**config.mk**
```make
export PLATFORM = sky130hd
export DESIGN_NAME = lb3g_queue
export DESIGN_NICKNAME = d
export VERILOG_FILES = /design/src/lb3g_pkg.sv /design/src/lb3g_queue.sv
export VERILOG_INCLUDE_DIRS = /design/src /design/src/src
export SDC_FILE = /design/constraint.sdc
export NUM_CORES = 1
export LEC_CHECK = 0
export ABC_AREA = 1
export BUFFER_PORTS_ARGS = -buffer_cell sky130_fd_sc_hd__buf_2
export CAP_MARGIN = 25
export CORE_MARGIN = 8
export CORE_UTILIZATION = 57
export CTS_CLUSTER_DIAMETER = 50
export DETAILED_ROUTE_END_ITERATION = 8
export PLACE_DENSITY = 0.75
export SETUP_SLACK_MARGIN = 0.2
export SLEW_MARGIN = 5
export SYNTH_ARGS = -nofsm -noshare
export SYNTH_HDL_FRONTEND = slang
export SYNTH_SLANG_ARGS = --single-unit
export TNS_END_PERCENT = 100
```
**constraint.sdc**
```tcl
create_clock -name clk -period 2.41 [get_ports clk]
set_input_delay 0.1205 -clock clk [delete_from_list [all_inputs] [get_ports clk]]
set_output_delay 0.1205 -clock clk [all_outputs]
set_load 0.03 [all_outputs]
```
**src/line_buffered_3x3_gradient_filter_macros.svh**
```systemverilog
// Assertion helpers shared by the filter modules.
`ifndef LINE_BUFFERED_3X3_GRADIENT_FILTER_MACROS_SVH
`define LINE_BUFFERED_3X3_GRADIENT_FILTER_MACROS_SVH

// Same-cycle implication, checked on every rising edge outside reset.
`define LB3G_ASSERT_NOW(lbl, clk, rst_n, ante, cons, msg) \
  lbl: assert property (@(posedge clk) disable iff (!rst_n) (ante) |-> (cons)) \
    else $error(msg);

// Next-cycle implication, checked on every rising edge outside reset.
`define LB3G_ASSERT_NEXT(lbl, clk, rst_n, ante, cons, msg) \
  lbl: assert property (@(posedge clk) disable iff (!rst_n) (ante) |=> (cons)) \
    else $error(msg);

`endif

```
**src/lb3g_pkg.sv**
```systemverilog
package lb3g_pkg;

  // Image geometry limits.
  localparam int MAX_WIDTH    = 1024;
  localparam int MAX_HEIGHT   = 4096;
  localparam int RESET_WIDTH  = 640;
  localparam int RESET_HEIGHT = 480;

  // Field and counter widths.
  localparam int PIX_W        = 8;
  localparam int FILT_W       = 11;
  localparam int CFG_WIDTH_W  = 11;
  localparam int CFG_HEIGHT_W = 13;
  localparam int COL_W        = $clog2(MAX_WIDTH);
  localparam int WID_W        = $clog2(MAX_WIDTH + 1);
  localparam int CMP_W        = (WID_W > CFG_WIDTH_W) ? WID_W : CFG_WIDTH_W;
  localparam int ROW_W        = $clog2(MAX_HEIGHT);
  localparam int HGT_W        = $clog2(MAX_HEIGHT + 1);
  localparam int SEEN_W       = $clog2(MAX_WIDTH + 2);

  // Register port.
  localparam int ADDR_W = 3;
  localparam int DATA_W = 32;

  // Queue between front and back.
  localparam int QUEUE_DEPTH = 4;
  localparam int QPTR_W      = $clog2(QUEUE_DEPTH);
  localparam int QCNT_W      = $clog2(QUEUE_DEPTH + 1);

  typedef enum logic [0:0] {
    REG_IMAGE_WIDTH  = 1'b0,
    REG_IMAGE_HEIGHT = 1'b1
  } reg_index_t;

  // Effective (clamped) frame size.
  typedef struct packed {
    logic [WID_W-1:0] width;
    logic [HGT_W-1:0] height;
  } frame_size_t;

  // One classified item as the back end consumes it.
  typedef struct packed {
    logic [PIX_W-1:0] pixel;
    logic [COL_W-1:0] column;
    logic             emit;
    logic [2:0]       row_ok;
    logic [2:0]       col_ok;
    logic             last;
  } work_item_t;

  typedef struct packed {
    logic full;
    logic empty;
  } queue_status_t;

endpackage

```
**src/lb3g_queue.sv**
```systemverilog
`include "line_buffered_3x3_gradient_filter_macros.svh"

module lb3g_queue (
  input  logic                    clk,
  input  logic                    rst_n,
  input  logic                    push_valid,
  input  lb3g_pkg::work_item_t    push_item,
  input  logic                    pop,
  output lb3g_pkg::work_item_t    head,
  output lb3g_pkg::queue_status_t q_status
);

  lb3g_pkg::work_item_t              q_mem_r [lb3g_pkg::QUEUE_DEPTH];
  logic [lb3g_pkg::QPTR_W-1:0]       wr_ptr_r, rd_ptr_r;
  logic [lb3g_pkg::QCNT_W-1:0]       count_r;
  logic                              push, pop_fire;

  assign q_status.full  = count_r == lb3g_pkg::QCNT_W'(lb3g_pkg::QUEUE_DEPTH);
  assign q_status.empty = count_r == '0;
  assign push     = push_valid && !q_status.full;
  assign pop_fire = pop && !q_status.empty;
  assign head     = q_mem_r[rd_ptr_r];

  // Entry storage.
  always_ff @(posedge clk) begin
    if (push) begin
      q_mem_r[wr_ptr_r] <= push_item;
    end
  end

  // Pointers and fill count.
  always_ff @(posedge clk) begin
    if (!rst_n) begin
      wr_ptr_r <= '0;
      rd_ptr_r <= '0;
      count_r  <= '0;
    end else begin
      if (push) begin
        wr_ptr_r <= (wr_ptr_r == lb3g_pkg::QPTR_W'(lb3g_pkg::QUEUE_DEPTH - 1)) ?
                    '0 : wr_ptr_r + 1'b1;
      end
      if (pop_fire) begin
        rd_ptr_r <= (rd_ptr_r == lb3g_pkg::QPTR_W'(lb3g_pkg::QUEUE_DEPTH - 1)) ?
                    '0 : rd_ptr_r + 1'b1;
      end
      if (push && !pop_fire) begin
        count_r <= count_r + 1'b1;
      end else if (pop_fire && !push) begin
        count_r <= count_r - 1'b1;
      end
    end
  end

  `LB3G_ASSERT_NEXT(a_q_grow, clk, rst_n, push && !pop_fire, count_r == $past(count_r) + 1'b1, "queue count did not grow")
  `LB3G_ASSERT_NEXT(a_q_shrink, clk, rst_n, pop_fire && !push, count_r == $past(count_r) - 1'b1, "queue count did not shrink")

endmodule

```
==> metrics.yaml <==
status: "finished clean"
h-tree-depth: 4
ys_types: 19
dp.final_hpwl_microns: 5260
end_kind: "output pin"
cp_max_fo: 20
switching_share: 0.339
p_int_mw: 4.55
p_total_mw: 6.88
gp_congestion: 0.745
worst_slack_ns: 0.454
fp.dieW_microns: 103
rr_startpoint: "count_r[0]$_SDFFE_PN0P_"
maxCapViolCount: 0
crit_required_ns: 2.29
critPathArrivalTime_ns: 1.84
diodes: 0
hp-class: "in -> reg"
rsz0062_at_grt: "no"
overflow: 0
grt_max_degree: 53
ctsLongestPathBuffers: 2
fin_crit_ns: 1.96
ys_seq_area_frac: 0.760
post_drt_wl_per_cell_microns: 16.3
synth_area_per_cell_sq_um: 13.5
finalNetCount: 458
period_share: 0.812
initial_core_util: 0.575
synth_area_sq_um: 4350
clkTransAtPathRegs_ns: 0.05
syn-num-nets: 360
drc: 0
drt_pre_antenna_iters: 4
leakagePower_nw: 2.12
area_growth_pct: 29.9
row_count: 32
ant_nets: 0
wl_microns: 8740
antenna_found_initial: 0
fin_tns_setup_ns: 0
cts-buffers-inserted: 17
clock_sinks: 113
drtIter0Drc: 152
hold_violations: 0
clockRootBuffer: "clkbuf_8"
via_per_inst: 5.35
io_pins: 58
p_per_area_nw_per_um2: 1220
place_ws_ns: 0.569
timing.fmax_mhz: 511
dp_cells: 475
layout.cells.non_filler: 536
synth_cells: 323
cts_tree: "built"
grt_pass1_vias: 2906
crit_path_start_kind: "flip-flop"
max_slew_margin: 0.670
grt_util_all_layers: 0.179
p_sw_mw: 2.33
ys_seq_elements: 113
slew_viol_final: 0
coreArea_sq_um: 7570
setup.worst_path.class: "reg -> out"
clock-skew-final_ns: 0.00600
grt_pass1_wl_microns: 14000
whs_ns: 0.0473
place_area_sq_um: 4780
clock_latency_ns: 0.51
power_frac_comb: 0.289
tightest_slew_ns: 0.493
finalSetupViolCount: 0
ys_warn_count: 0
die-area_sq_um: 10700
via_count: 2865
min_from: "pop"
place.port_buffers: 57
nFillCells: 461
power_frac_clock: 0.342
final_cell_area_sq_um: 5650
drive_above_1_share: 0.233
pwr-share-seq: 0.369
die_y_microns: 103
fin_util: 0.746
ir_drop_mv: 0.829
## kinds of logic after synthesis
logic type,count (synthesis),synth area share
fa+ha+maj,7,0.0219
compound gates,83,0.103
flops,113,0.760
simple gates,86,0.0763
buf+inv,34,0.0391
## metal layers
| layer | up-vias | share of wire | GRT usage |
|---|---|---|---|
| met1 | 1378 | 0.43 | 0.214 |
| met4 | 0 | 0.0095 | 0.0734 |
| met3 | 10 | 0.064 | 0.0643 |
| li1 | 1376 | - | - |
| met5 | - | 0 | 0 |
| met2 | 101 | 0.50 | 0.288 |
## worst max-delay path, cell delays in order (launching register included)
cell and delay, ns:
dfxtp_4 0.48, buf_4 0.29, o21ai_1 0.10, o22ai_1 0.21, buf_2 0.25
## layout make-up
class	count	area, sq um	share of cell area
sequential	113	3310	0.586
multi-input combinational	176	905	0.160
timing repair buffer	94	661	0.117
clock buffer	20	425	0.0753
clock inverter	12	141	0.0250
tap	102	128	0.0226
inverter	19	78.8	0.0140
## power by group through the flow
stage,Combinational [mW],Clock (mW),Sequential (mW)
finish,1.99,2.35,2.54
global route,2.17,2.46,2.57
CTS,2.01,2.38,2.53
detailed placement,1.95,0,2.57
global placement,1.91,0,2.56
floorplan,1.43,0,2.51
## cells in the final DEF (no fill, tap or decap), types with 2 or more instances in the layout
| cell | instances |
|---|---|
| clkinv_2 | 5 |
| clkinvlp_4 | 3 |
| edfxtp_1 | 104 |
| inv_1 | 17 |
| buf_12 | 2 |
| nand3_1 | 2 |
| buf_4 | 6 |
| clkbuf_16 | 16 |
| dlygate4sd3_1 | 29 |
| nand2_1 | 15 |
| o21ai_0 | 37 |
| a21oi_1 | 3 |
| ha_1 | 6 |
| o21ai_1 | 17 |
| buf_2 | 57 |
| o22ai_1 | 26 |
| nor2_1 | 63 |
| nor2_4 | 4 |
| dfxtp_1 | 7 |
| clkbuf_1 | 3 |
| bufinv_16 | 3 |
## path summary, 6_finish.rpt
path | slack, ns | to | depth (start not counted)
max | 0.45 | head[3] | 4
min | 0.05 | flip-flop | 4
max reg2reg | 0.57 | count_r[2]$_SDFFE_PN0P_ | 13
min reg2reg | 0.52 | count_r[0]$_SDFFE_PN0P_ | 2
## registers in the layout, summed over array words and instances (netlist names), named ones only
name and cells:
wr_ptr_r 2, rd_ptr_r 2, q_mem_r 104, count_r 3
## repair_timing
action / 4_1_cts / 5_1_grt
buffers inserted: 0 / 0
gates resized for setup: 0 / 5
hold buffers: 29 / 0
endpoints found under the hold margin: 113 / 0
setup endpoints to repair: 0 / 4
## synthesized netlist by cell type
| cell type | instances | area share |
|---|---|---|
| a21oi_1 | 3 | 0.0035 |
| buf_2 | 8 | 0.0092 |
| buf_4 | 6 | 0.010 |
| buf_6 | 1 | 0.0026 |
| dfxtp_1 | 9 | 0.041 |
| edfxtp_1 | 104 | 0.72 |
| fa_1 | 1 | 0.0046 |
| ha_1 | 6 | 0.017 |
| inv_1 | 17 | 0.015 |
| inv_2 | 1 | 0.00086 |
| inv_4 | 1 | 0.0014 |
| nand2_1 | 15 | 0.013 |
| nand3_1 | 2 | 0.0023 |
| nand3b_1 | 1 | 0.0017 |
| nand4_1 | 1 | 0.0014 |
| nor2_1 | 67 | 0.058 |
| o21ai_0 | 37 | 0.043 |
| o21ai_1 | 17 | 0.020 |
| o22ai_1 | 26 | 0.037 |
No activity file was read; power rests on OpenSTA's default activity.
