## src/line_buffered_3x3_gradient_filter_macros.svh

```systemverilog
// Assertion helpers shared by the filter modules.
`ifndef LINE_BUFFERED_3X3_GRADIENT_FILTER_MACROS_SVH
`define LINE_BUFFERED_3X3_GRADIENT_FILTER_MACROS_SVH

// Same-cycle implication, checked on every rising edge outside reset.
`define LB3G_ASSERT_NOW(lbl, clk, rst_n, ante, cons, msg) \
  lbl: assert property (@(posedge clk) disable iff (!rst_n) (ante) |-> (cons)) \
    else $error(msg);

// Next-cycle implication, checked on every rising edge outside reset.
`define LB3G_ASSERT_NEXT(lbl, clk, rst_n, ante, cons, msg) \
  lbl: assert property (@(posedge clk) disable iff (!rst_n) (ante) |=> (cons)) \
    else $error(msg);

`endif

```

## src/lb3g_pkg.sv

```systemverilog
package lb3g_pkg;

  // Image geometry limits.
  localparam int MAX_WIDTH    = 1024;
  localparam int MAX_HEIGHT   = 4096;
  localparam int RESET_WIDTH  = 640;
  localparam int RESET_HEIGHT = 480;

  // Field and counter widths.
  localparam int PIX_W        = 8;
  localparam int FILT_W       = 11;
  localparam int CFG_WIDTH_W  = 11;
  localparam int CFG_HEIGHT_W = 13;
  localparam int COL_W        = $clog2(MAX_WIDTH);
  localparam int WID_W        = $clog2(MAX_WIDTH + 1);
  localparam int CMP_W        = (WID_W > CFG_WIDTH_W) ? WID_W : CFG_WIDTH_W;
  localparam int ROW_W        = $clog2(MAX_HEIGHT);
  localparam int HGT_W        = $clog2(MAX_HEIGHT + 1);
  localparam int SEEN_W       = $clog2(MAX_WIDTH + 2);

  // Register port.
  localparam int ADDR_W = 3;
  localparam int DATA_W = 32;

  // Queue between front and back.
  localparam int QUEUE_DEPTH = 4;
  localparam int QPTR_W      = $clog2(QUEUE_DEPTH);
  localparam int QCNT_W      = $clog2(QUEUE_DEPTH + 1);

  typedef enum logic [0:0] {
    REG_IMAGE_WIDTH  = 1'b0,
    REG_IMAGE_HEIGHT = 1'b1
  } reg_index_t;

  // Effective (clamped) frame size.
  typedef struct packed {
    logic [WID_W-1:0] width;
    logic [HGT_W-1:0] height;
  } frame_size_t;

  // One classified item as the back end consumes it.
  typedef struct packed {
    logic [PIX_W-1:0] pixel;
    logic [COL_W-1:0] column;
    logic             emit;
    logic [2:0]       row_ok;
    logic [2:0]       col_ok;
    logic             last;
  } work_item_t;

  typedef struct packed {
    logic full;
    logic empty;
  } queue_status_t;

endpackage

```

## src/lb3g_regs.sv

```systemverilog
module lb3g_regs (
  input  logic                       clk,
  input  logic                       rst_n,
  input  logic                       psel,
  input  logic                       penable,
  input  logic                       pwrite,
  input  logic [lb3g_pkg::ADDR_W-1:0] paddr,
  input  logic [lb3g_pkg::DATA_W-1:0] pwdata,
  output logic [lb3g_pkg::DATA_W-1:0] prdata,
  output logic                       pready,
  output lb3g_pkg::frame_size_t      size
);

  logic [lb3g_pkg::CFG_WIDTH_W-1:0]  width_r;
  logic [lb3g_pkg::CFG_HEIGHT_W-1:0] height_r;
  lb3g_pkg::reg_index_t              idx;
  logic                              wr_en;

  assign pready = 1'b1;
  assign idx    = lb3g_pkg::reg_index_t'(paddr[2]);
  assign wr_en  = psel && penable && pwrite;

  // Register writes on the access phase.
  always_ff @(posedge clk) begin
    if (!rst_n) begin
      width_r  <= lb3g_pkg::CFG_WIDTH_W'(lb3g_pkg::RESET_WIDTH);
      height_r <= lb3g_pkg::CFG_HEIGHT_W'(lb3g_pkg::RESET_HEIGHT);
    end else if (wr_en) begin
      unique case (idx)
        lb3g_pkg::REG_IMAGE_WIDTH:  width_r  <= pwdata[lb3g_pkg::CFG_WIDTH_W-1:0];
        lb3g_pkg::REG_IMAGE_HEIGHT: height_r <= pwdata[lb3g_pkg::CFG_HEIGHT_W-1:0];
      endcase
    end
  end

  // Read back the stored values.
  always_comb begin
    unique case (idx)
      lb3g_pkg::REG_IMAGE_WIDTH:  prdata = lb3g_pkg::DATA_W'(width_r);
      lb3g_pkg::REG_IMAGE_HEIGHT: prdata = lb3g_pkg::DATA_W'(height_r);
    endcase
  end

  // Clamp the sizes: zero acts as one, oversize acts as the maximum.
  always_comb begin
    if (width_r == '0) begin
      size.width = lb3g_pkg::WID_W'(1);
    end else if (lb3g_pkg::CMP_W'(width_r) > lb3g_pkg::CMP_W'(lb3g_pkg::MAX_WIDTH)) begin
      size.width = lb3g_pkg::WID_W'(lb3g_pkg::MAX_WIDTH);
    end else begin
      size.width = lb3g_pkg::WID_W'(width_r);
    end
    if (height_r == '0) begin
      size.height = lb3g_pkg::HGT_W'(1);
    end else if (lb3g_pkg::HGT_W'(height_r) > lb3g_pkg::HGT_W'(lb3g_pkg::MAX_HEIGHT)) begin
      size.height = lb3g_pkg::HGT_W'(lb3g_pkg::MAX_HEIGHT);
    end else begin
      size.height = lb3g_pkg::HGT_W'(height_r);
    end
  end

endmodule

```

## config.mk

```make
export PLATFORM = sky130hd
export DESIGN_NAME = lb3g_regs
export DESIGN_NICKNAME = d
export VERILOG_FILES = /design/src/line_buffered_3x3_gradient_filter_macros.svh /design/src/lb3g_pkg.sv /design/src/lb3g_regs.sv
export SDC_FILE = /design/constraint.sdc
export NUM_CORES = 1
export LEC_CHECK = 0
export CORE_AREA = 2 2 52 54
export DETAILED_ROUTE_END_ITERATION = 6
export DIE_AREA = 0 0 54 56
export DONT_BUFFER_PORTS = 1
export GPL_TIMING_DRIVEN = 0
export PLACE_DENSITY_LB_ADDON = 0.1
export SYNTH_ARGS = -nofsm -noshare
export SYNTH_HDL_FRONTEND = slang
export SYNTH_SLANG_ARGS = --single-unit
```

## constraint.sdc

```tcl
create_clock -name clk -period 2.14 [get_ports clk]
set_input_delay 0.107 -clock clk [delete_from_list [all_inputs] [get_ports clk]]
set_output_delay 0.107 -clock clk [all_outputs]
set_load 0.01 [all_outputs]
```

==> run_results.csv, run 1 <==
group,metric,value,unit
sta,finalMaxSlewViolations,0,
grt,grt_use_met3,4.84,%
synthesis,ys_top_cells_by_area,"dfxtp_1 (32%), mux2i_1 (16%), nor2b_1 (13%)",
synthesis,avgSynthCellArea,8.82,µm²
synthesis,synth.distinct_cells,21,
sta,clock-skew-final,0,ns
pwr,vdd_drop_max,0.383,mV
grt,use_met2,38.3,%
route,vias,1212,
route,ant_nets,0,
grt,antenna_found_initial,0,
finish,area_delta_synth_final,18.0,%
route,routed_via_density,5.14,
hold_path,min_path_type,"in -> reg",
pwr,pwr-share-seq,53.7,%
synthesis,ys_ff_latch,24,
synthesis,ys_seq_area_share,31.9,%
floorplan,coreArea,2430,µm²
route,drt-initial-drc-count,11,
place,port-buffer-count,0,
clock_tree,cts_tree,"done",
worst_setup_path,reg2reg_from,"height_r[12]$_SDFFE_PN0P_",
worst_setup_path,crit_fanout,4,
hold_path,whs_path_depth,2,
sta,setup_viol,0,
finish,fin_area,1780,µm²
finish,multi_input_area,862,µm²
worst_setup_path,r2r_end,"height_r[12]$_SDFFE_PN0P_",
grt,first_global_vias,1139,
grt,gr-usage-met1,28.6,%
sta,fin_tns_setup,0,ns
floorplan,pin_count,97,
worst_setup_path,critPathBufInv,0,
synthesis,synth-main-ff-cell,"dfxtp_1",
pwr,combPwrFrac,18.7,%
grt,grt_max_degree,14,
worst_setup_path,crit_chain,"nor4_1, a32o_1",
floorplan,chipHeight,56,µm
floorplan,rows,18,
pwr,intPower,641,µW
route,drc,0,
finish,layout-drive-gt1-share,20.4,%
run_status,status,"finished, final reports clean",
synthesis,synthTopCellsByCount,"nand2_1 (31), nor2b_1 (31), dfxtp_1 (24), mux2i_1 (24), buf_4 (20)",
finish,n_antenna_cell,0,
grt,grt_most_used_layer,"met2",
route,wirelength,3.46,mm
place,routabilityCongestion,0.794,
pwr,sw_frac_of_total,26.2,%
grt,track_usage,23.1,%
worst_setup_path,setup.worst_path.class,"reg -> out",
floorplan,die_x,54,µm
worst_setup_path,crit_slowest_cell,"nor4_1",
synthesis,synth-edff-count,0,
worst_setup_path,max_stage_delay,0.42,ns
grt,grt_pass1_wl,5.21,mm
sta,fmax,669,MHz
sta,period_needed,1.50,ns
worst_setup_path,critPathRequiredTime,2.03,ns
finish,ff_latch_area,480,µm²
clock_tree,cts.repair.resized,0,
worst_setup_path,r2r_setup_slack,1.02,ns
synthesis,synth_top_area_share,31.9,%
pwr,clockPowerShare,27.6,%
clock_tree,cts_max_path_buffers,2,
pwr,power.switching,228,µW
hold_path,holdCritStartpoint,"pwdata[9]",
floorplan,initial_core_util,62.0,%
clock_tree,cts_sinks,24,
sta,rsz0062_at_grt,"false",
clock_tree,cts-root-buf,"clkbuf_4",
place,place_hpwl,2.51,mm
finish,finalNetCount,247,
sta,report.final.hold_viol_count,0,
worst_setup_path,arrival,1.39,ns
floorplan,die_area,3020,µm²
pwr,p_leak,0.000798,µW
clock_tree,clkLatencyLatePin,0.31,ns
pwr,p_per_area,488,nW/µm²
worst_setup_path,start_kind,"register",
route,drtPass1Iterations,6,
grt,grt_overflow_total,0,
synthesis,synthesis.area,1510,µm²
flow_run,maxCapViolations,0,
worst_setup_path,crit_family,"simple AND/OR/NAND/NOR gates",
synthesis,synth-async-reset-ratio,0,%
hold_path,holdPathEnd,"width_r[9]$_SDFFE_PN1P_",
synthesis,synth_top_area_cell,"dfxtp_1",
place,place_area,1610,µm²
route,route.detailed.wl_per_inst,14.7,µm
worst_setup_path,r2r_cells,3,
synthesis,yosysWarnings,0,
finish,fillers,195,
sta,fin_crit_sh,69.9,%
synthesis,postSynthCellCount,171,
clock_tree,cts_made_buffers,3,
clock_tree,cts_max_level,1,
worst_setup_path,cp-end-kind,"output port",
pwr,total_power,869,µW
clock_tree,clk_pin_slew_worst_paths,0.13,ns
placed cells by master (no fill, tap or decap), drive strengths merged:
cell type    synthesis  layout
dfxtp               24      24
nand4b               1       1
nor4                 5       5
dlygate4sd3          0      13
and4                 1       1
conb                 2      20
nand2               31      31
a32o                 2       2
clkbuf               6      10
nor2b               31      31
mux2i               24      24
nor2                 1       1
mux2                10      10
buf                 26      26
nand4                1       1
and4b                1       1
inv                  2       2
o21ai                1       1
and2                 2       2
logic make-up (layout without fill, tap and decap cells):
group,Yosys count,in the layout,synth area share [%]
multiplexers,34,34,23.4
buffers and inverters,34,51,15.4
other,2,20,0.498
AO/OA/AOI/OAI,3,3,1.66
AND/OR/NAND/NOR,74,74,27.1
flip-flops,24,24,31.9
how the worst max path moves through the flow:
stage	startpoint	endpoint	slack, ns	cells after the start
global placement	height_r[4]$_SDFFE_PN0P_	size[0]	1.04	2
finish	width_r[2]$_SDFFE_PN0P_	size[13]	0.64	2
CTS	height_r[12]$_SDFFE_PN0P_	prdata[12]	0.66	2
detailed placement	height_r[4]$_SDFFE_PN0P_	size[0]	1.02	2
floorplan	height_r[12]$_SDFFE_PN0P_	prdata[12]	1.16	2
global route	height_r[12]$_SDFFE_PN0P_	prdata[12]	0.56	2
power groups by stage:
stage	sequential, µW	combinational (µW)	clock, µW
after global placement	476	138	0
after detailed placement	477	140	0
final	467	162	240
after floorplan	473	124	0
after CTS	467	160	245
after global routing	469	177	259
metrics by stage:
stage	setup slack [ns]	util (%)	instances	hold WS, ns
6_report	0.644	73.1	236	0.00921
5_1_grt	0.558	73.1	236	0.0172
4_1_cts	0.657	73.1	236	0.000821
3_5_place_dp	1.02	66.3	219	0.259
3_3_place_gp	1.04	66.3	219	0.254
2_1_floorplan	1.16	-	189	0.249
state kept, by name, summed over array words and instances, names as in the netlist:
name      count
height_r     13
width_r      11
cell type report:
type | count | share of cell area (%)
repair buffers | 13 | 7.31
well taps | 30 | 2.11
multi-input cells | 131 | 48.5
clock buffers | 4 | 2.04
flip-flops and latches | 24 | 27.0
plain buffers | 32 | 12.7
inverters | 2 | 0.422
what timing repair did:
| action | 4_1_cts | 5_1_grt |
|---|---|---|
| buffers inserted | 0 | 0 |
| hold buffers | 13 | 0 |
| endpoints found under the hold margin | 23 | 0 |
routing by layer:
layer  vias to the layer above  part of all wire (%)  wire, µm
met2                        51                    48      1670
li1                        597                     -         -
met3                         6                   8.2       284
met4                         0                   1.4        48
met5                         -                     0         0
met1                       558                    42      1460
Note: power is estimated with default switching activity, not from simulation.
==> inputs of run 2 (changes only) <==
Settings changed: CORE_AREA 2 2 52 54 to 2 2 53 55, DIE_AREA 0 0 54 56 to 0 0 55 57.
Clock period 2.14 ns to 1.5 ns, I/O delays scaled along.
==> run_results.csv, run 2 (synthesis results as in run 1) <==
group,metric,value,unit
run_status,status,"finished, final reports clean",
floorplan,initial_core_util,57.7,%
pwr,p_leak,0.000823,µW
sta,fin_ws,0.126,ns
sta,setup_viol,0,
finish,final_cell_mix,"nor2b_1 (31), nand2_1 (31), mux2i_1 (24), dfxtp_1 (24)",
route,vias,1217,
clock_tree,clk_pin_slew_worst_paths,0.13,ns
clock_tree,cts_sinks,24,
worst_setup_path,reg2reg_from,"width_r[4]$_SDFFE_PN0P_",
finish,utilization,69.6,%
finish,finalNetCount,250,
finish,largest_register_ff_count,13,
floorplan,rows,19,
clock_tree,cts_max_path_buffers,2,
grt,gr-usage-met1,27.7,%
grt,use_met2,40.6,%
clock_tree,cts_tree,"done",
route,routed_via_density,5.07,
clock_tree,cts_made_buffers,3,
sta,report.final.hold_viol_count,0,
grt,antenna_found_initial,0,
worst_setup_path,crit_chain,"nor4_2, a32o_1",
clock_tree,clkLatencyLatePin,0.31,ns
route,ant_nets,0,
grt,grt_most_used_layer,"met2",
pwr,p_per_area,686,nW/µm²
pwr,vdd_drop_max,0.577,mV
finish,n_antenna_cell,0,
floorplan,pin_count,97,
place,port-buffer-count,0,
pwr,sw_frac_of_total,26.4,%
route,route.detailed.wl_per_inst,14.6,µm
sta,fin_tns_setup,0,ns
floorplan,die_x,55,µm
sta,fmax,728,MHz
place,place_hpwl,2.56,mm
pwr,combPwrFrac,18.9,%
sta,period_needed,1.37,ns
worst_setup_path,r2r_setup_slack,0.30,ns
floorplan,coreArea,2620,µm²
pwr,clockPowerShare,27.7,%
pwr,intPower,918,µW
worst_setup_path,max_stage_delay,0.37,ns
worst_setup_path,crit_slowest_cell,"dfxtp_1",
finish,layout-drive-gt1-share,21.5,%
worst_setup_path,cp-end-kind,"output port",
grt,grt_pass1_wl,5.33,mm
grt,grt_overflow_total,0,
sta,finalMaxSlewViolations,0,
worst_setup_path,crit_fanout,4,
hold_path,holdPathEnd,"width_r[10]$_SDFFE_PN0P_",
sta,hold_slack,0.00641,ns
grt,first_global_vias,1218,
sta,fin_crit_sh,91.6,%
grt,grt_use_met3,3.40,%
hold_path,whs_path_depth,2,
finish,largest_register,"height_r",
clock_tree,postCtsSetupBuffers,0,
route,drc,0,
floorplan,die_area,3140,µm²
sta,clock-skew-final,0,ns
clock_tree,cts-root-buf,"clkbuf_4",
pwr,pwr-share-seq,53.4,%
place,place_area,1610,µm²
worst_setup_path,r2r_end,"width_r[4]$_SDFFE_PN0P_",
worst_setup_path,critPathRequiredTime,1.42,ns
route,drt-initial-drc-count,28,
hold_path,min_path_type,"in -> reg",
place,routabilityCongestion,0.837,
worst_setup_path,setup.worst_path.class,"reg -> out",
clock_tree,cts_max_level,1,
finish,area_delta_synth_final,20.7,%
finish,top_regs,"height_r: 13 flops, width_r: 11 flops",
grt,grt_max_degree,14,
sta,rsz0062_at_grt,"false",
floorplan,chipHeight,57,µm
flow_run,maxCapViolations,0,
route,drtPass1Iterations,4,
worst_setup_path,arrival,1.30,ns
pwr,power.switching,330,µW
worst_setup_path,start_kind,"register",
hold_path,holdCritStartpoint,"pwrite",
finish,fin_area,1820,µm²
route,wirelength,3.52,mm
grt,track_usage,23.5,%
place,preCtsSetupSlack,0.413,ns
worst_setup_path,r2r_cells,3,
## run 2: cell types whose count changed in the layout (fill, tap and decap cells not counted), sizes merged
| cell | change |
|---|---|
| dlygate4sd3 | +3 |
## run 2: power groups by stage
stage	clock network (µW)	registers, µW	logic, µW
2_1_floorplan	0	675	177
3_3_place_gp	0	679	197
3_5_place_dp	0	680	199
4_1_cts	352	666	233
5_1_grt	380	670	257
6_report	345	667	236
## run 2: critical path: cells and delay by family, from the launching register on
kind,cells,cell delay (ns)
flops,1,0.37
compound gates,1,0.29
simple gates,1,0.32
## run 2: worst max path at each step
stage / startpoint / end / cells after the start
3_3_place_gp: height_r[4]$_SDFFE_PN0P_ / size[0] / 2
2_1_floorplan: height_r[12]$_SDFFE_PN0P_ / prdata[12] / 2
6_report: height_r[4]$_SDFFE_PN0P_ / size[0] / 2
4_1_cts: height_r[4]$_SDFFE_PN0P_ / size[0] / 2
3_5_place_dp: height_r[4]$_SDFFE_PN0P_ / size[0] / 2
5_1_grt: width_r[5]$_SDFFE_PN0P_ / size[13] / 2
## run 2: timing repair
item / CTS / global route
hold buffers: 16 / 0
endpoints found under the hold margin: 24 / 0
resized for setup: 0 / 5
endpoints found under the setup margin: 0 / 8
## run 2: per-layer routing
layer  wire (µm)  up-vias
met3         227        6
met4          61        0
met1        1480      564
met2        1750       49
li1            -      598
met5           0        -
## run 2: layout make-up
class | count | area, µm²
clock buffer | 4 | 36.3
sequential | 24 | 480
inverter | 2 | 7.51
tap | 31 | 38.8
fill | 234 | 796
multi-input combinational | 131 | 868
timing repair buffer | 16 | 160
buffer | 32 | 228
## run 2: per-stage QoR
stage / instances / total power (µW)
finish: 240 / 1250
global route: 240 / 1310
CTS: 240 / 1250
detailed placement: 220 / 880
global placement: 220 / 877
floorplan: 189 / 852
==> inputs of run 3 (changes only) <==
Settings changed: MAX_ROUTING_LAYER set to met4.
==> run_results.csv, run 3 (synthesis results as in run 1) <==
group,metric,value,unit
run_status,status,"finished, final reports clean",
route,ant_nets,0,
pwr,p_per_area,686,nW/µm²
floorplan,die_x,55,µm
floorplan,rows,19,
worst_setup_path,start_kind,"register",
pwr,p_leak,0.000823,µW
worst_setup_path,r2r_cells,3,
finish,area_delta_synth_final,20.7,%
clock_tree,cts_max_level,1,
worst_setup_path,r2r_setup_slack,0.30,ns
worst_setup_path,setup.worst_path.class,"reg -> out",
grt,grt_overflow_total,0,
clock_tree,cts_made_buffers,3,
place,place_hpwl,2.56,mm
sta,fin_tns_setup,0,ns
sta,period_needed,1.37,ns
worst_setup_path,r2r_end,"width_r[4]$_SDFFE_PN0P_",
grt,track_usage,24.2,%
clock_tree,cts-root-buf,"clkbuf_4",
sta,report.final.hold_viol_count,0,
floorplan,chipHeight,57,µm
hold_path,min_path_type,"in -> reg",
floorplan,die_area,3140,µm²
pwr,vdd_drop_max,0.577,mV
sta,clock-skew-final,0,ns
worst_setup_path,arrival,1.30,ns
worst_setup_path,cp-end-kind,"output port",
finish,largest_register,"height_r",
finish,finalNetCount,250,
floorplan,pin_count,97,
sta,fmax,728,MHz
sta,setup_viol,0,
finish,n_antenna_cell,0,
clock_tree,clk_pin_slew_worst_paths,0.13,ns
worst_setup_path,crit_chain,"nor4_2, a32o_1",
worst_setup_path,max_stage_delay,0.37,ns
route,route.detailed.wl_per_inst,14.7,µm
grt,first_global_vias,1218,
floorplan,initial_core_util,57.7,%
route,drc,0,
place,routabilityCongestion,0.850,
grt,grt_pass1_wl,5.33,mm
clock_tree,clkLatencyLatePin,0.31,ns
clock_tree,cts_max_path_buffers,2,
grt,grt_max_degree,14,
route,drt-initial-drc-count,28,
grt,antenna_found_initial,0,
pwr,total_power,1250,µW
finish,largest_register_ff_count,13,
finish,layout-drive-gt1-share,21.5,%
clock_tree,cts_tree,"done",
finish,final_cell_mix,"nor2b_1 (31), nand2_1 (31), mux2i_1 (24), dfxtp_1 (24)",
hold_path,whs_path_depth,2,
worst_setup_path,reg2reg_from,"width_r[4]$_SDFFE_PN0P_",
clock_tree,cts_sinks,24,
sta,fin_crit_sh,91.6,%
worst_setup_path,critPathRequiredTime,1.42,ns
route,vias,1217,
sta,rsz0062_at_grt,"false",
route,routed_via_density,5.07,
worst_setup_path,crit_slowest_cell,"dfxtp_1",
worst_setup_path,crit_fanout,4,
sta,finalMaxSlewViolations,0,
finish,top_regs,"height_r: 13 flops, width_r: 11 flops",
route,drtPass1Iterations,4,
hold_path,holdCritStartpoint,"pwrite",
hold_path,holdPathEnd,"width_r[10]$_SDFFE_PN0P_",
floorplan,coreArea,2620,µm²
route,wirelength,3.52,mm
clock_tree,postCtsSetupBuffers,0,
place,port-buffer-count,0,
flow_run,maxCapViolations,0,
finish,utilization,69.6,%
## run 3: worst max-delay path by stage
stage / startpoint / endpoint / slack [ns] / cells after the start
3_3_place_gp: height_r[4]$_SDFFE_PN0P_ / size[0] / 0.43 / 2
6_report: height_r[4]$_SDFFE_PN0P_ / size[0] / 0.13 / 2
2_1_floorplan: height_r[12]$_SDFFE_PN0P_ / prdata[12] / 0.55 / 2
5_1_grt: width_r[5]$_SDFFE_PN0P_ / size[13] / 0.04 / 2
3_5_place_dp: height_r[4]$_SDFFE_PN0P_ / size[0] / 0.41 / 2
4_1_cts: height_r[4]$_SDFFE_PN0P_ / size[0] / 0.04 / 2
## run 3: final cells by class
class,count,area (µm²)
Tap cell,31,38.8
Buffer,32,228
Timing Repair Buffer,16,160
Multi-Input combinational cell,131,868
Inverter,2,7.51
Sequential cell,24,480
Fill cell,234,796
Clock buffer,4,36.3
## run 3: per-stage QoR
stage	instances	instance area (µm²)	hold slack [ns]	setup WS (ns)
final	240	1820	0.00641	0.126
after global routing	240	1820	0.00232	0.0369
after CTS	240	1810	0.00359	0.0438
after detailed placement	220	1610	0.227	0.413
after global placement	220	1610	0.221	0.426
after floorplan	189	1580	0.217	0.555
## run 3: routing by layer
metal / routed length (µm) / part of all wire (%) / vias up / track usage (%)
met1: 1490 / 42 / 564 / 27.9
met5: 0 / 0 / - / -
met3: 220 / 6.3 / 6 / 3.14
met4: 61 / 1.7 / 0 / 10.8
li1: - / - / 598 / -
met2: 1750 / 50 / 49 / 40.6
## run 3: timing repair
action | in CTS | in global routing
hold buffers | 16 | 0
endpoints found under the hold margin | 24 | 0
endpoints found under the setup margin | 0 | 8
resized for setup | 0 | 5
## run 3: report_power, final
part	internal, µW	switching (µW)	total [µW]
logic	118	118	236
registers	652	15.2	667
clock network	148	197	345
total	918	330	1250
## run 3: worst max-delay path, delay by kind of cell (launching register included)
kind | cells | cell delay (ns)
flops | 1 | 0.37
simple gates | 1 | 0.32
compound gates | 1 | 0.29
