## config.mk

```make
export PLATFORM = sky130hd
export DESIGN_NAME = lb3g_front
export DESIGN_NICKNAME = d
export VERILOG_FILES = /design/src/lb3g_pkg.sv /design/src/lb3g_front.sv
export VERILOG_INCLUDE_DIRS = /design/src /design/src/src
export SDC_FILE = /design/constraint.sdc
export NUM_CORES = 1
export LEC_CHECK = 0
export BUFFER_PORTS_ARGS = -buffer_cell sky130_fd_sc_hd__buf_4
export CAP_MARGIN = 20
export CORE_ASPECT_RATIO = 1.4
export CORE_MARGIN = 2
export CORE_UTILIZATION = 30
export CTS_BUF_LIST = sky130_fd_sc_hd__clkbuf_2 sky130_fd_sc_hd__clkbuf_4 sky130_fd_sc_hd__clkbuf_8
export DETAILED_ROUTE_END_ITERATION = 12
export PLACE_DENSITY = 0.54
export SETUP_SLACK_MARGIN = 0.4
export SYNTH_ARGS = -nofsm -noshare
export SYNTH_HDL_FRONTEND = slang
export SYNTH_SLANG_ARGS = --single-unit
```

## constraint.sdc

```tcl
create_clock -name clk -period 7.26 [get_ports clk]
set_input_delay 1.089 -clock clk [delete_from_list [all_inputs] [get_ports clk]]
set_output_delay 1.089 -clock clk [all_outputs]
set_load 0.05 [all_outputs]
```

## src/line_buffered_3x3_gradient_filter_macros.svh

```systemverilog
// Assertion helpers shared by the filter modules.
`ifndef LINE_BUFFERED_3X3_GRADIENT_FILTER_MACROS_SVH
`define LINE_BUFFERED_3X3_GRADIENT_FILTER_MACROS_SVH

// Same-cycle implication, checked on every rising edge outside reset.
`define LB3G_ASSERT_NOW(lbl, clk, rst_n, ante, cons, msg) \
  lbl: assert property (@(posedge clk) disable iff (!rst_n) (ante) |-> (cons)) \
    else $error(msg);

// Next-cycle implication, checked on every rising edge outside reset.
`define LB3G_ASSERT_NEXT(lbl, clk, rst_n, ante, cons, msg) \
  lbl: assert property (@(posedge clk) disable iff (!rst_n) (ante) |=> (cons)) \
    else $error(msg);

`endif

```

## src/lb3g_pkg.sv

```systemverilog
package lb3g_pkg;

  // Image geometry limits.
  localparam int MAX_WIDTH    = 1024;
  localparam int MAX_HEIGHT   = 4096;
  localparam int RESET_WIDTH  = 640;
  localparam int RESET_HEIGHT = 480;

  // Field and counter widths.
  localparam int PIX_W        = 8;
  localparam int FILT_W       = 11;
  localparam int CFG_WIDTH_W  = 11;
  localparam int CFG_HEIGHT_W = 13;
  localparam int COL_W        = $clog2(MAX_WIDTH);
  localparam int WID_W        = $clog2(MAX_WIDTH + 1);
  localparam int CMP_W        = (WID_W > CFG_WIDTH_W) ? WID_W : CFG_WIDTH_W;
  localparam int ROW_W        = $clog2(MAX_HEIGHT);
  localparam int HGT_W        = $clog2(MAX_HEIGHT + 1);
  localparam int SEEN_W       = $clog2(MAX_WIDTH + 2);

  // Register port.
  localparam int ADDR_W = 3;
  localparam int DATA_W = 32;

  // Queue between front and back.
  localparam int QUEUE_DEPTH = 4;
  localparam int QPTR_W      = $clog2(QUEUE_DEPTH);
  localparam int QCNT_W      = $clog2(QUEUE_DEPTH + 1);

  typedef enum logic [0:0] {
    REG_IMAGE_WIDTH  = 1'b0,
    REG_IMAGE_HEIGHT = 1'b1
  } reg_index_t;

  // Effective (clamped) frame size.
  typedef struct packed {
    logic [WID_W-1:0] width;
    logic [HGT_W-1:0] height;
  } frame_size_t;

  // One classified item as the back end consumes it.
  typedef struct packed {
    logic [PIX_W-1:0] pixel;
    logic [COL_W-1:0] column;
    logic             emit;
    logic [2:0]       row_ok;
    logic [2:0]       col_ok;
    logic             last;
  } work_item_t;

  typedef struct packed {
    logic full;
    logic empty;
  } queue_status_t;

endpackage

```

## src/lb3g_front.sv

```systemverilog
`include "line_buffered_3x3_gradient_filter_macros.svh"

module lb3g_front (
  input  logic                       clk,
  input  logic                       rst_n,
  input  lb3g_pkg::frame_size_t      size,
  input  logic                       in_valid,
  output logic                       in_ready,
  input  logic [lb3g_pkg::PIX_W-1:0] in_pixel,
  input  logic                       in_is_pixel,
  input  lb3g_pkg::queue_status_t    q_status,
  output logic                       push_valid,
  output lb3g_pkg::work_item_t       push_item
);

  logic [lb3g_pkg::COL_W-1:0]  in_col_r, in_col_nxt, in_col_eff;
  logic [lb3g_pkg::COL_W-1:0]  out_col_r, out_col_nxt, out_col_eff;
  logic [lb3g_pkg::ROW_W-1:0]  out_row_r, out_row_nxt;
  logic [lb3g_pkg::SEEN_W-1:0] seen_r, seen_nxt;
  logic [lb3g_pkg::WID_W-1:0]  in_col_inc, out_col_inc;
  logic [lb3g_pkg::HGT_W-1:0]  row_ext, row_inc;
  logic                        in_col_wrap, out_col_wrap, row_end;
  logic                        warm, emit, last_c, accept;

  assign in_ready   = !q_status.full;
  assign push_valid = in_valid;
  assign accept     = in_valid && in_ready;

  // Position bookkeeping for the incoming item and the next result.
  always_comb begin
    in_col_eff  = (lb3g_pkg::WID_W'(in_col_r) >= size.width) ? '0 : in_col_r;
    out_col_eff = (lb3g_pkg::WID_W'(out_col_r) >= size.width) ? '0 : out_col_r;
    in_col_inc  = lb3g_pkg::WID_W'(in_col_eff) + 1'b1;
    out_col_inc = lb3g_pkg::WID_W'(out_col_eff) + 1'b1;
    in_col_wrap  = in_col_inc >= size.width;
    out_col_wrap = out_col_inc >= size.width;
    row_ext = lb3g_pkg::HGT_W'(out_row_r);
    row_inc = row_ext + 1'b1;
    row_end = row_inc >= size.height;
    warm    = seen_r < (lb3g_pkg::SEEN_W'(size.width) + 1'b1);
    emit    = !warm;
    last_c  = emit && out_col_wrap && row_end;
  end

  // Classified item for the back end.
  always_comb begin
    push_item.pixel     = in_is_pixel ? in_pixel : '0;
    push_item.column    = in_col_eff;
    push_item.emit      = emit;
    push_item.row_ok[0] = (out_row_r != '0) && (row_ext <= size.height);
    push_item.row_ok[1] = row_ext < size.height;
    push_item.row_ok[2] = row_inc < size.height;
    push_item.col_ok[0] = out_col_eff != '0;
    push_item.col_ok[1] = 1'b1;
    push_item.col_ok[2] = !out_col_wrap;
    push_item.last      = last_c;
  end

  // Next counter values; the frame's last result restarts everything.
  always_comb begin
    if (last_c || in_col_wrap) begin
      in_col_nxt = '0;
    end else begin
      in_col_nxt = lb3g_pkg::COL_W'(in_col_inc);
    end
    if (warm) begin
      seen_nxt = seen_r + 1'b1;
    end else if (last_c) begin
      seen_nxt = '0;
    end else begin
      seen_nxt = seen_r;
    end
    if (emit && out_col_wrap) begin
      out_col_nxt = '0;
    end else if (emit) begin
      out_col_nxt = lb3g_pkg::COL_W'(out_col_inc);
    end else begin
      out_col_nxt = out_col_eff;
    end
    if (emit && out_col_wrap) begin
      out_row_nxt = row_end ? '0 : lb3g_pkg::ROW_W'(row_inc);
    end else begin
      out_row_nxt = out_row_r;
    end
  end

  always_ff @(posedge clk) begin
    if (!rst_n) begin
      in_col_r  <= '0;
      out_col_r <= '0;
      out_row_r <= '0;
      seen_r    <= '0;
    end else if (accept) begin
      in_col_r  <= in_col_nxt;
      out_col_r <= out_col_nxt;
      out_row_r <= out_row_nxt;
      seen_r    <= seen_nxt;
    end
  end

  // A frame end returns the counters to the frame start.
  `LB3G_ASSERT_NEXT(a_frame_restart, clk, rst_n, accept && last_c, (in_col_r == '0) && (seen_r == '0) && (out_row_r == '0), "counters not cleared after frame end")
  // No result is classified during warm-up.
  `LB3G_ASSERT_NOW(a_warm_no_emit, clk, rst_n, warm, !push_item.emit && !push_item.last, "result marked during warm-up")

endmodule

```

==> results of run 1 <==
-- cells in the mapped netlist (3+ instances only) --
cell type | n | area share (%)
ha_1 | 84 | 23
o21a_1 | 8 | 1.3
or4_1 | 4 | 0.65
nor2b_1 | 13 | 1.8
a22oi_1 | 6 | 0.98
o31ai_4 | 7 | 3.2
and4_1 | 3 | 0.57
nand4_1 | 17 | 2.3
a211oi_1 | 5 | 0.82
a31oi_1 | 4 | 0.54
buf_1 | 3 | 0.24
nand3_1 | 28 | 3.0
and3_1 | 18 | 2.4
nor2_1 | 54 | 4.4
mux2i_1 | 4 | 0.87
a21o_1 | 14 | 2.3
a21oi_1 | 26 | 2.8
buf_4 | 4 | 0.65
xnor2_1 | 21 | 4.0
o21ai_1 | 4 | 0.44
clkbuf_1 | 11 | 0.90
nor3_1 | 13 | 1.4
or3_1 | 7 | 0.95
inv_1 | 37 | 3.0
nand2b_1 | 5 | 0.68
o21ai_0 | 30 | 3.3
and2_1 | 13 | 1.8
nand2_1 | 35 | 2.9
dfxtp_1 | 43 | 19
xor2_1 | 22 | 4.2
-- per-layer routing --
layer,vias to the layer above,part of all wire (%)
li1,2187,-
met1,1960,43
met2,68,53
met3,16,3.1
met4,0,1.7
met5,-,0
-- cells by family (layout without fill, tap and decap cells) --
| logic type | Yosys count | in the layout | share of synthesized area [%] |
|---|---|---|---|
| adders and majority gates | 84 | 84 | 22.9 |
| and+or+nand+nor | 216 | 216 | 24.0 |
| muxes | 4 | 4 | 0.871 |
| AOI/OAI and AO/OA | 125 | 125 | 20.1 |
| other | 1 | 1 | 0.0816 |
| xor gates and xnor gates | 43 | 43 | 8.19 |
| DFF | 43 | 43 | 18.7 |
| buffers and inverters | 57 | 118 | 5.14 |
-- worst max path at each step --
stage                         from                        to  slack (ns)  depth (start not counted)
after floorplan           size[17]  in_col_r[3]$_SDFFE_PN0P_        1.13                         21
after global placement    size[13]  in_col_r[3]$_SDFFE_PN0P_        1.05                         22
after detailed placement  size[13]  in_col_r[4]$_SDFFE_PN0P_         1.0                         22
after CTS                 size[13]              push_item[0]        1.03                         21
after global routing      size[13]              push_item[0]        0.61                         21
final                     size[13]              push_item[0]        1.03                         21
-- state kept, by name, indices dropped and copies added, names as in the netlist --
name	flops
seen_r	11
in_col_r	10
out_col_r	10
out_row_r	12
-- worst reg2reg max path, cell delays in order, from the launching register on --
cell       delay, ns
dfxtp_1         0.39
inv_1           0.09
ha_1            0.27
nand2b_1        0.14
a211oi_1        0.26
o21ai_0         0.18
a31oi_1         0.43
nand2_1         0.14
inv_1           0.11
ha_1            0.23
and3_1          0.29
nand3_1         0.12
xor2_1          0.16
nor2_1          0.19
ha_1            0.29
a21o_1          0.18
a2bb2oi_1       0.12
o31ai_1         0.08
o21a_1          0.20
inv_1           0.18
nor3_2          0.10
or4_1           0.91
o31ai_4         0.30
-- layout make-up --
type	count	area, um^2
inverter	38	143
timing repair buffer	72	541
sequential	43	861
multi-input combinational	473	3510
clock inverter	3	23.8
tap	192	240
fill	1590	9600
clock buffer	5	68.8
-- power groups by stage --
stage	logic (W)	clock network (W)	registers, W
3_5_place_dp	0.000105	0	0.000244
6_report	0.000105	0.000170	0.000239
5_1_grt	0.000117	0.000187	0.000239
4_1_cts	0.000106	0.000177	0.000239
2_1_floorplan	0.0000641	0	0.000244
3_3_place_gp	0.000103	0	0.000244
-- metrics by stage --
step / instances / setup WS [ns] / util (%) / power (W) / hold WS [ns]
after floorplan: 573 / 1.13 / - / 0.000308 / 0.456
after global placement: 818 / 1.05 / 35.3 / 0.000347 / 0.478
after detailed placement: 818 / 0.996 / 35.3 / 0.000349 / 0.489
after CTS: 826 / 1.03 / 35.9 / 0.000522 / 0.503
after global routing: 826 / 0.607 / 35.9 / 0.000543 / 0.531
final: 826 / 1.03 / 35.9 / 0.000514 / 0.506
==> run metrics, run 1 <==
Tightest Pin Transition=1.05 ns; Yosys reg bits=43; die area=0.0163 mm^2; die width=109 um; Synth Cell Area=0.00460 mm^2; initial core utilization=30.7%; Synth Instances=573; vias in the first global route=4164; first-pass GRT wire length=20000 um; area delta synth->final=17.1%; clock skew=0.0117 ns; share of cells above drive strength 1=14.5%; total clock sinks=43; internal power=0.000348 W; most common cell after layout, fill and taps aside=ha_1; DRT Pass-1 Iters=4; Post-DP Area=0.00529 mm^2; post-route cell area=0.00538 mm^2; Hold Crit Start=in_col_r[0]$_SDFFE_PN0P_; total number of vias=4231; CP startpoint kind=input pin; switching share of power=32.1%; Die H=150 um; CTS tree=yes; hpwl dp=9910 um; Synth cell types=54; Vias/cell=5.12; combinational group share of total power=20.4%; grt ovf=0; GR Util met2=29.0%; 1st-iter DRT viols=189; htree depth=2; largest net degree at the start of global routing=22; Switch Pwr=0.000165 W; total I/O pin count=66; Final ANT Viol Nets=0; kind of critical path=in -> out; fmax=161 MHz; Slew HR=30.0%; CP max stage delay=0.43 ns; Clock power frac=33.2%; nets=755; slowest CP cell=a31oi_1; initial antenna violation count=0; met1 Track Usage GR=17.8%; PortBufs=63; Clock Pin Slew Worst Setup and Hold Paths=0.09 ns; Final TNS setup=0 ns; max-capacitance violation count=0; Crit path buffers/inverters=4; antenna diode count=0; syn_nets=695; drt drc=0; Req. time, crit path=6.17 ns; Flop pwr share=46.5%; Top delay family on crit path=compound AO/OA/AOI/OAI gates; Avg WL per Cell=14.8 um; asr flop ratio synth=0%; Most Crowded Layer GR=met2; CP endpoint kind=output pin; worst reg2reg path depth=22; Avg Cell Area, Syn=8.02 um^2; HP Class=reg -> reg; fin crit period=6.23 ns; end point of the worst hold path=in_col_r[0]$_SDFFE_PN0P_; Final Hold Fails=0; GRT Util Overall=15.3%; post_cts resized=0; Reg2Reg Capture Point=in_col_r[4]$_SDFFE_PN0P_; critical path fanouts, max=9; clk root buf=clkbuf_8; setup bufs post-CTS=0; pwr/cell area=95.4 mW/mm^2; most frequent cells in the layout=84 x ha_1, 72 x buf_4, 54 x nor2_1, 43 x dfxtp_1, 37 x inv_1; total CTS buffers=5; Final Max Slew Viols=0; R2R Path Start=out_col_r[0]$_SDFFE_PN0P_; worst hold path stage count=2; Reg2Reg Setup Slack=1.83 ns; Lkg Pwr=2.64 nW; RSZ-0062 raised after global routing=false; hold buffer count at CTS=0; fin crit share=85.8%; std cell rows=53; Peak VDD IR=0.0661 mV; EDFF count, synth=0; Max Root-Sink Buffers=2; most used cell, CP=ha_1; GR Layer Usage met3=1.86%; Critical Path AT=5.14 ns; Synth Flop Type=dfxtp_1; Final GP Congestion=0.855; sequential-to-total area share from yosys stat=18.7%; final wirelength=12200 um; Synth Warn #=0; final setup violating endpoints=0; worst skew pair latency=0.32 ns; cells along the critical path=buf_4, ha_1, nand2b_1, a211oi_1, o21ai_0, a31oi_1, nand2_1, inv_1, ha_1, and3_1, nand3_1, xor2_1, nor2_1, ha_1, a21o_1, a2bb2oi_1, o31ai_1, o21a_1, inv_1, nor3_2, buf_4; status=finished, final reports clean; Core ar.=0.0150 mm^2
(Power assumes the default switching activity.)
==> run 2, diff against run 1 <==
--- a/config.mk
+++ b/config.mk
@@ -6,6 +6,7 @@
 export SDC_FILE = /design/constraint.sdc
 export NUM_CORES = 1
 export LEC_CHECK = 0
+export ABC_AREA = 1
 export BUFFER_PORTS_ARGS = -buffer_cell sky130_fd_sc_hd__buf_4
 export CAP_MARGIN = 20
 export CORE_ASPECT_RATIO = 1.4
@@ -14,6 +15,7 @@
 export CTS_BUF_LIST = sky130_fd_sc_hd__clkbuf_2 sky130_fd_sc_hd__clkbuf_4 sky130_fd_sc_hd__clkbuf_8
 export DETAILED_ROUTE_END_ITERATION = 12
 export PLACE_DENSITY = 0.54
+export RECOVER_POWER = 50
 export SETUP_SLACK_MARGIN = 0.4
 export SYNTH_ARGS = -nofsm -noshare
 export SYNTH_HDL_FRONTEND = slang
==> run metrics, run 2 <==
nets=943 (+25%); Final Max Slew Viols=0 (unchanged); drt drc=0 (unchanged); Die H=155 um (+3.3%); Placed Instances=1013 (+24%); Synth Flop Type=dfxtp_1; antenna diode count=0 (unchanged); top post-synthesis cells by count=184 x nand2_1, 111 x inv_1, 84 x ha_1; Req. time, crit path=6.17 ns (about the same); clock skew=0.0107 ns (-0.00103 ns); post_cts resized=0 (unchanged); Synth Instances=764 (+33%); most common cell after layout, fill and taps aside=nand2_1; clk root buf=clkbuf_8; Synth top area share=21.4% (-1.5 points); CP startpoint kind=input pin; htree depth=2 (unchanged); GRT Util Overall=15.8% (+0.48 points); CP endpoint kind=output pin; syn_nets=886 (+27%); max-capacitance violation count=0 (unchanged); Yosys reg bits=43 (unchanged); Final Hold Fails=0 (unchanged); Largest regs=out_row_r: 12 flops, seen_r: 11 flops; Max Root-Sink Buffers=2 (unchanged); Lkg Pwr=2.75 nW (+4.2%); fin crit period=6.38 ns (+0.152 ns); switching share of power=28.8% (-3.3 points); vias in the first global route=4766 (+14%); hold buffer count at CTS=0 (unchanged); Clock Pin Slew Worst Setup and Hold Paths=0.09 ns (about the same); total CTS buffers=5 (unchanged); Clock power frac=40.8% (+7.6 points); critical path fanouts, max=9 (unchanged); total number of vias=4840 (+14%); Final TNS setup=0 ns (unchanged); top-count cell post-synth=nand2_1; kind of critical path=in -> out; Peak VDD IR=0.0711 mV (+7.6%); EDFF count, synth=0 (unchanged); Switch Pwr=0.000166 W (+0.26%); first-pass GRT wire length=22400 um (+12%); status=finished, final reports clean; total I/O pin count=66 (unchanged); largest net degree at the start of global routing=28 (+27%); Avg WL per Cell=13.2 um (-11%); Synth cell types=43 (-20%); DRT Pass-1 Iters=5 (+1); initial antenna violation count=0 (unchanged); grt ovf=0 (unchanged); Flop pwr share=41.5% (-5.0 points); initial core utilization=30.5% (-0.14 points); total clock sinks=43 (unchanged); most frequent cells in the layout=186 x nand2_1, 111 x inv_1, 84 x ha_1, 76 x nor2_1, 64 x a21oi_1; Final ANT Viol Nets=0 (unchanged); Synth Cell Area=0.00492 mm^2 (+6.9%); RSZ-0062 raised after global routing=false; fmax=157 MHz (-2.4%); # fillers=1844 (+16%); Avg Cell Area, Syn=6.43 um^2 (-20%); PortBufs=63 (unchanged); asr flop ratio synth=0% (unchanged); 1st-iter DRT viols=223 (+18%); hpwl dp=10900 um (+10%); CTS tree=yes; std cell rows=55 (+3.8%); HP Class=reg -> reg; sequential-to-total area share from yosys stat=17.5% (-1.2 points); worst skew pair latency=0.31 ns (about the same); combinational group share of total power=17.7% (-2.7 points); Most flops, register=out_row_r; fin crit share=87.9% (+2.1 points); setup bufs post-CTS=0 (unchanged); Finished Core Util=34.8% (-1.1 points); Final GP Congestion=0.837 (-2.0%); non-filler instance count after layout=1021 (+24%); Synth Warn #=0 (unchanged); final wirelength=13500 um (+10%); internal power=0.000409 W (+17%); Tightest Pin Transition=0.969 ns (-0.0771 ns); Critical Path AT=5.29 ns (+0.15 ns); die width=112 um (+3.3%); largest area contributor in the synthesized netlist=ha_1; die area=0.0174 mm^2 (+6.7%); Slew HR=35.2% (+5.2 points); largest cells by area after synthesis=ha_1 21%, dfxtp_1 18%, nand2_1 14%, inv_1 8.5%, a21oi_1 6.4%; max reg flops=12 (unchanged); share of cells above drive strength 1=9.12% (-5.4 points); area delta synth->final=14.1%; Core ar.=0.0161 mm^2 (+7.4%); final setup violating endpoints=0 (unchanged); Vias/cell=4.74 (-7.5%); pwr/cell area=102 mW/mm^2 (+7.3%)
==> run 2: path summary, 6_finish.rpt <==
check	startpoint	endpoint	slack (ns)	depth (start not counted)
min reg2reg	in_col_r[0]$_SDFFE_PN0P_	in_col_r[0]$_SDFFE_PN0P_	0.50	2
min	in_col_r[0]$_SDFFE_PN0P_	in_col_r[0]$_SDFFE_PN0P_	0.50	2
max	size[21]	push_item[0]	0.88	24
max reg2reg	out_col_r[4]$_SDFFE_PN0P_	seen_r[7]$_SDFFE_PN0P_	2.32	26
==> run 2: through the flow <==
step / total power [W] / cell area, um^2 / worst slack [ns] / hold slack (ns)
floorplan: 0.000309 / 4920 / 2.08 / 0.459
global placement: 0.000350 / 5570 / 1.18 / 0.479
detailed placement: 0.000351 / 5570 / 1.19 / 0.485
CTS: 0.000588 / 5710 / 1.16 / 0.498
global route: 0.000608 / 5610 / 0.428 / 0.528
finish: 0.000574 / 5610 / 0.879 / 0.497
==> run 2: cell type report <==
cell class	instances	area, um^2	area share, %
Timing Repair Buffer	65	413	7.36
Clock buffer	5	68.8	1.23
Multi-Input combinational cell	581	3480	62.1
Inverter	125	469	8.36
Tap cell	199	249	4.44
Sequential cell	43	861	15.3
Clock inverter	3	67.6	1.20
==> run 2: worst max-delay path, cell delays in order <==
cell and delay (ns):
clkbuf_4 0.12, inv_1 0.24, ha_1 0.30, nand2_1 0.07, nand2_1 0.05, nand2_1 0.05, nand2_1 0.05, a21oi_1 0.39
nand2_1 0.30, nor2_1 0.37, ha_1 0.33, inv_1 0.06, nor3_1 0.28, nand3b_1 0.14, nand2_1 0.13, inv_1 0.05
ha_1 0.30, nand2_1 0.05, nor2_1 0.12, nand3_1 0.09, o2111ai_1 0.17, nand3_1 0.20, inv_2 0.12, buf_4 0.20
==> run 2: power by group through the flow <==
stage	registers, W	logic [W]	clock network, W
3_3_place_gp	0.000244	0.000106	0
3_5_place_dp	0.000244	0.000107	0
2_1_floorplan	0.000243	0.0000657	0
5_1_grt	0.000238	0.000116	0.000254
6_report	0.000238	0.000102	0.000234
4_1_cts	0.000238	0.000107	0.000243
==> run 2: logic make-up (layout without fill, tap and decap cells) <==
kind of cell	Yosys count	count (layout)	synth area share (%)
AOI/OAI and AO/OA	103	103	11.9
DFF	43	43	17.5
other	1	1	0.0763
adders and majority gates	84	84	21.4
and+or+nand+nor	364	364	32.7
xor gates and xnor gates	29	29	5.17
buffers and inverters	140	198	11.2
==> run 2: metal layers <==
layer / wire (um) / global-route usage [%] / vias up
met5: 0 / 0 / -
met3: 414 / 2.45 / 17
li1: - / - / 2614
met4: 339 / 5.63 / 0
met2: 7100 / 31.1 / 71
met1: 5620 / 16.8 / 2138
==> run 3, diff against run 2 <==
--- a/config.mk
+++ b/config.mk
@@ -9,7 +9,6 @@
 export ABC_AREA = 1
 export BUFFER_PORTS_ARGS = -buffer_cell sky130_fd_sc_hd__buf_4
 export CAP_MARGIN = 20
-export CORE_ASPECT_RATIO = 1.4
 export CORE_MARGIN = 2
 export CORE_UTILIZATION = 30
 export CTS_BUF_LIST = sky130_fd_sc_hd__clkbuf_2 sky130_fd_sc_hd__clkbuf_4 sky130_fd_sc_hd__clkbuf_8
==> run metrics, run 3 (synthesis gave the netlist of run 2 again) <==
status=finished, final reports clean; drt drc=0 (unchanged); Reg2Reg Setup Slack=2.31 ns (about the same); Clock Pin Slew Worst Setup and Hold Paths=0.08 ns (about the same); GRT Util Overall=15.4% (-0.41 points); total I/O pin count=66 (unchanged); setup bufs post-CTS=0 (unchanged); clock skew=0.0200 ns (+0.00936 ns); Switch Pwr=0.000171 W (+3.2%); Peak VDD IR=0.0631 mV (-11%); Hold Crit Start=in_col_r[0]$_SDFFE_PN0P_; CTS tree=yes; clk root buf=clkbuf_8; total number of vias=4845 (+0.10%); initial core utilization=30.8% (+0.31 points); RSZ-0062 raised after global routing=false; fin crit period=6.31 ns (-0.0705 ns); R2R Path Start=out_col_r[4]$_SDFFE_PN0P_; Lkg Pwr=2.76 nW (+0.39%); std cell rows=46 (-16%); switching share of power=29.3% (+0.46 points); final setup violating endpoints=0 (unchanged); vias in the first global route=4605 (-3.4%); Final Hold Fails=0 (unchanged); first-pass GRT wire length=22300 um (-0.31%); Tightest Pin Transition=1.01 ns (+0.0449 ns); Die H=132 um (-15%); kind of critical path=in -> out; htree depth=2 (unchanged); hold buffer count at CTS=0 (unchanged); pwr/cell area=104 mW/mm^2 (+1.4%); combinational group share of total power=17.4% (-0.3 points); die width=132 um (+18%); Flop pwr share=40.8% (-0.7 points); end point of the worst hold path=in_col_r[0]$_SDFFE_PN0P_; Vias/cell=4.67 (-1.4%); Reg2Reg Capture Point=seen_r[1]$_SDFFE_PN0P_; HP Class=reg -> reg; grt ovf=0 (unchanged); Final Max Slew Viols=0 (unchanged); Placed Instances=1029 (+1.6%); CP startpoint kind=input pin; Final GP Congestion=0.821 (-1.9%); total clock sinks=43 (unchanged); nets=942 (-0.11%); worst hold path stage count=2 (unchanged); area of the multi-input gates=0.00347 mm^2 (-0.36%); share of cells above drive strength 1=8.89% (-0.23 points); max reg flops=12 (unchanged); die area=0.0174 mm^2 (about the same); Slew HR=32.2% (-3.0 points); Max Root-Sink Buffers=2 (unchanged); worst reg2reg path depth=26 (unchanged); critical path fanouts, max=9 (unchanged); final wirelength=13200 um (-2.3%); worst skew pair latency=0.34 ns (+0.03 ns); Final ANT Viol Nets=0 (unchanged); largest net degree at the start of global routing=28 (unchanged); Largest regs=out_row_r: 12 flops, seen_r: 11 flops; Req. time, crit path=6.17 ns (about the same); max-capacitance violation count=0 (unchanged); antenna diode count=0 (unchanged); FF+latch area=861 um^2 (unchanged); Most flops, register=out_row_r; Final TNS setup=0 ns (unchanged); internal power=0.000413 W (+0.91%); hpwl dp=10500 um (-4.4%); CP endpoint kind=output pin; most frequent cells in the layout=186 x nand2_1, 111 x inv_1, 84 x ha_1, 79 x nor2_1, 64 x a21oi_1; post_cts resized=0 (unchanged); 1st-iter DRT viols=236 (+5.8%); total CTS buffers=5 (unchanged); Finished Core Util=35.2% (+0.40 points); Clock power frac=41.8% (+1.0 points); PortBufs=63 (unchanged); DRT Pass-1 Iters=5 (unchanged); Core ar.=0.0159 mm^2 (-0.99%); # fillers=1775 (-3.7%); most common cell after layout, fill and taps aside=nand2_1; fmax=158 MHz (+1.1%); Critical Path AT=5.22 ns (-0.07 ns); initial antenna violation count=0 (unchanged); fin crit share=86.9% (-0.97 points); Avg WL per Cell=12.7 um (-3.8%); non-filler instance count after layout=1037 (+1.6%); area delta synth->final=14.3%
## run 3: power groups by stage
| stage | combinational [W] | sequential [W] | clock [W] |
|---|---|---|---|
| 6_report | 0.000101 | 0.000238 | 0.000244 |
| 3_3_place_gp | 0.000105 | 0.000244 | 0 |
| 4_1_cts | 0.000106 | 0.000238 | 0.000249 |
| 3_5_place_dp | 0.000106 | 0.000244 | 0 |
| 5_1_grt | 0.000115 | 0.000238 | 0.000259 |
| 2_1_floorplan | 0.0000657 | 0.000243 | 0 |
## run 3: critical path, stage by stage
cell       delay [ns]
buf_4            0.13
inv_1            0.21
ha_1             0.29
nand2_1          0.07
nand2_1          0.04
nand2_1          0.05
nand2_1          0.05
a21oi_1          0.34
nand2_1          0.31
nor2_1           0.36
ha_1             0.35
inv_1            0.07
nor3_1           0.22
nand3b_1         0.16
nand2_1          0.12
inv_1            0.04
ha_1             0.31
nand2_1          0.06
nor2_1           0.13
nand3_1          0.09
o2111ai_1        0.17
nand3_1          0.23
inv_2            0.12
buf_4            0.21
## run 3: metrics by stage
stage	power [W]	hold slack, ns	cell area, um^2	setup WS (ns)
detailed placement	0.000349	0.472	5590	1.17
floorplan	0.000309	0.459	4920	2.08
global route	0.000612	0.522	5620	0.342
finish	0.000583	0.483	5620	0.949
CTS	0.000593	0.486	5720	1.16
global placement	0.000349	0.477	5590	1.21
## run 3: final cells by class
class                      count  area share [%]
clock buffer                   6            1.36
clock inverter                 2            1.07
inverter                     125            8.35
multi-input combinational    581            61.7
sequential                    43            15.3
tap                          216            4.81
timing repair buffer          64            7.35
## run 3: how the worst max path moves through the flow
| stage | from | to | depth (start not counted) |
|---|---|---|---|
| after floorplan | size[22] | push_item[0] | 23 |
| after global placement | size[19] | push_item[0] | 24 |
| after detailed placement | size[19] | push_item[0] | 22 |
| after CTS | size[19] | push_item[0] | 22 |
| after global routing | size[21] | push_item[0] | 24 |
| final | size[17] | push_item[0] | 24 |
## run 3: layer usage
metal	vias to the layer above	routed length, um	track usage (%)
met3	8	498	2.08
met4	0	119	3.20
met5	-	0	0
met1	2142	6830	21.9
met2	77	5720	24.8
li1	2618	-	-
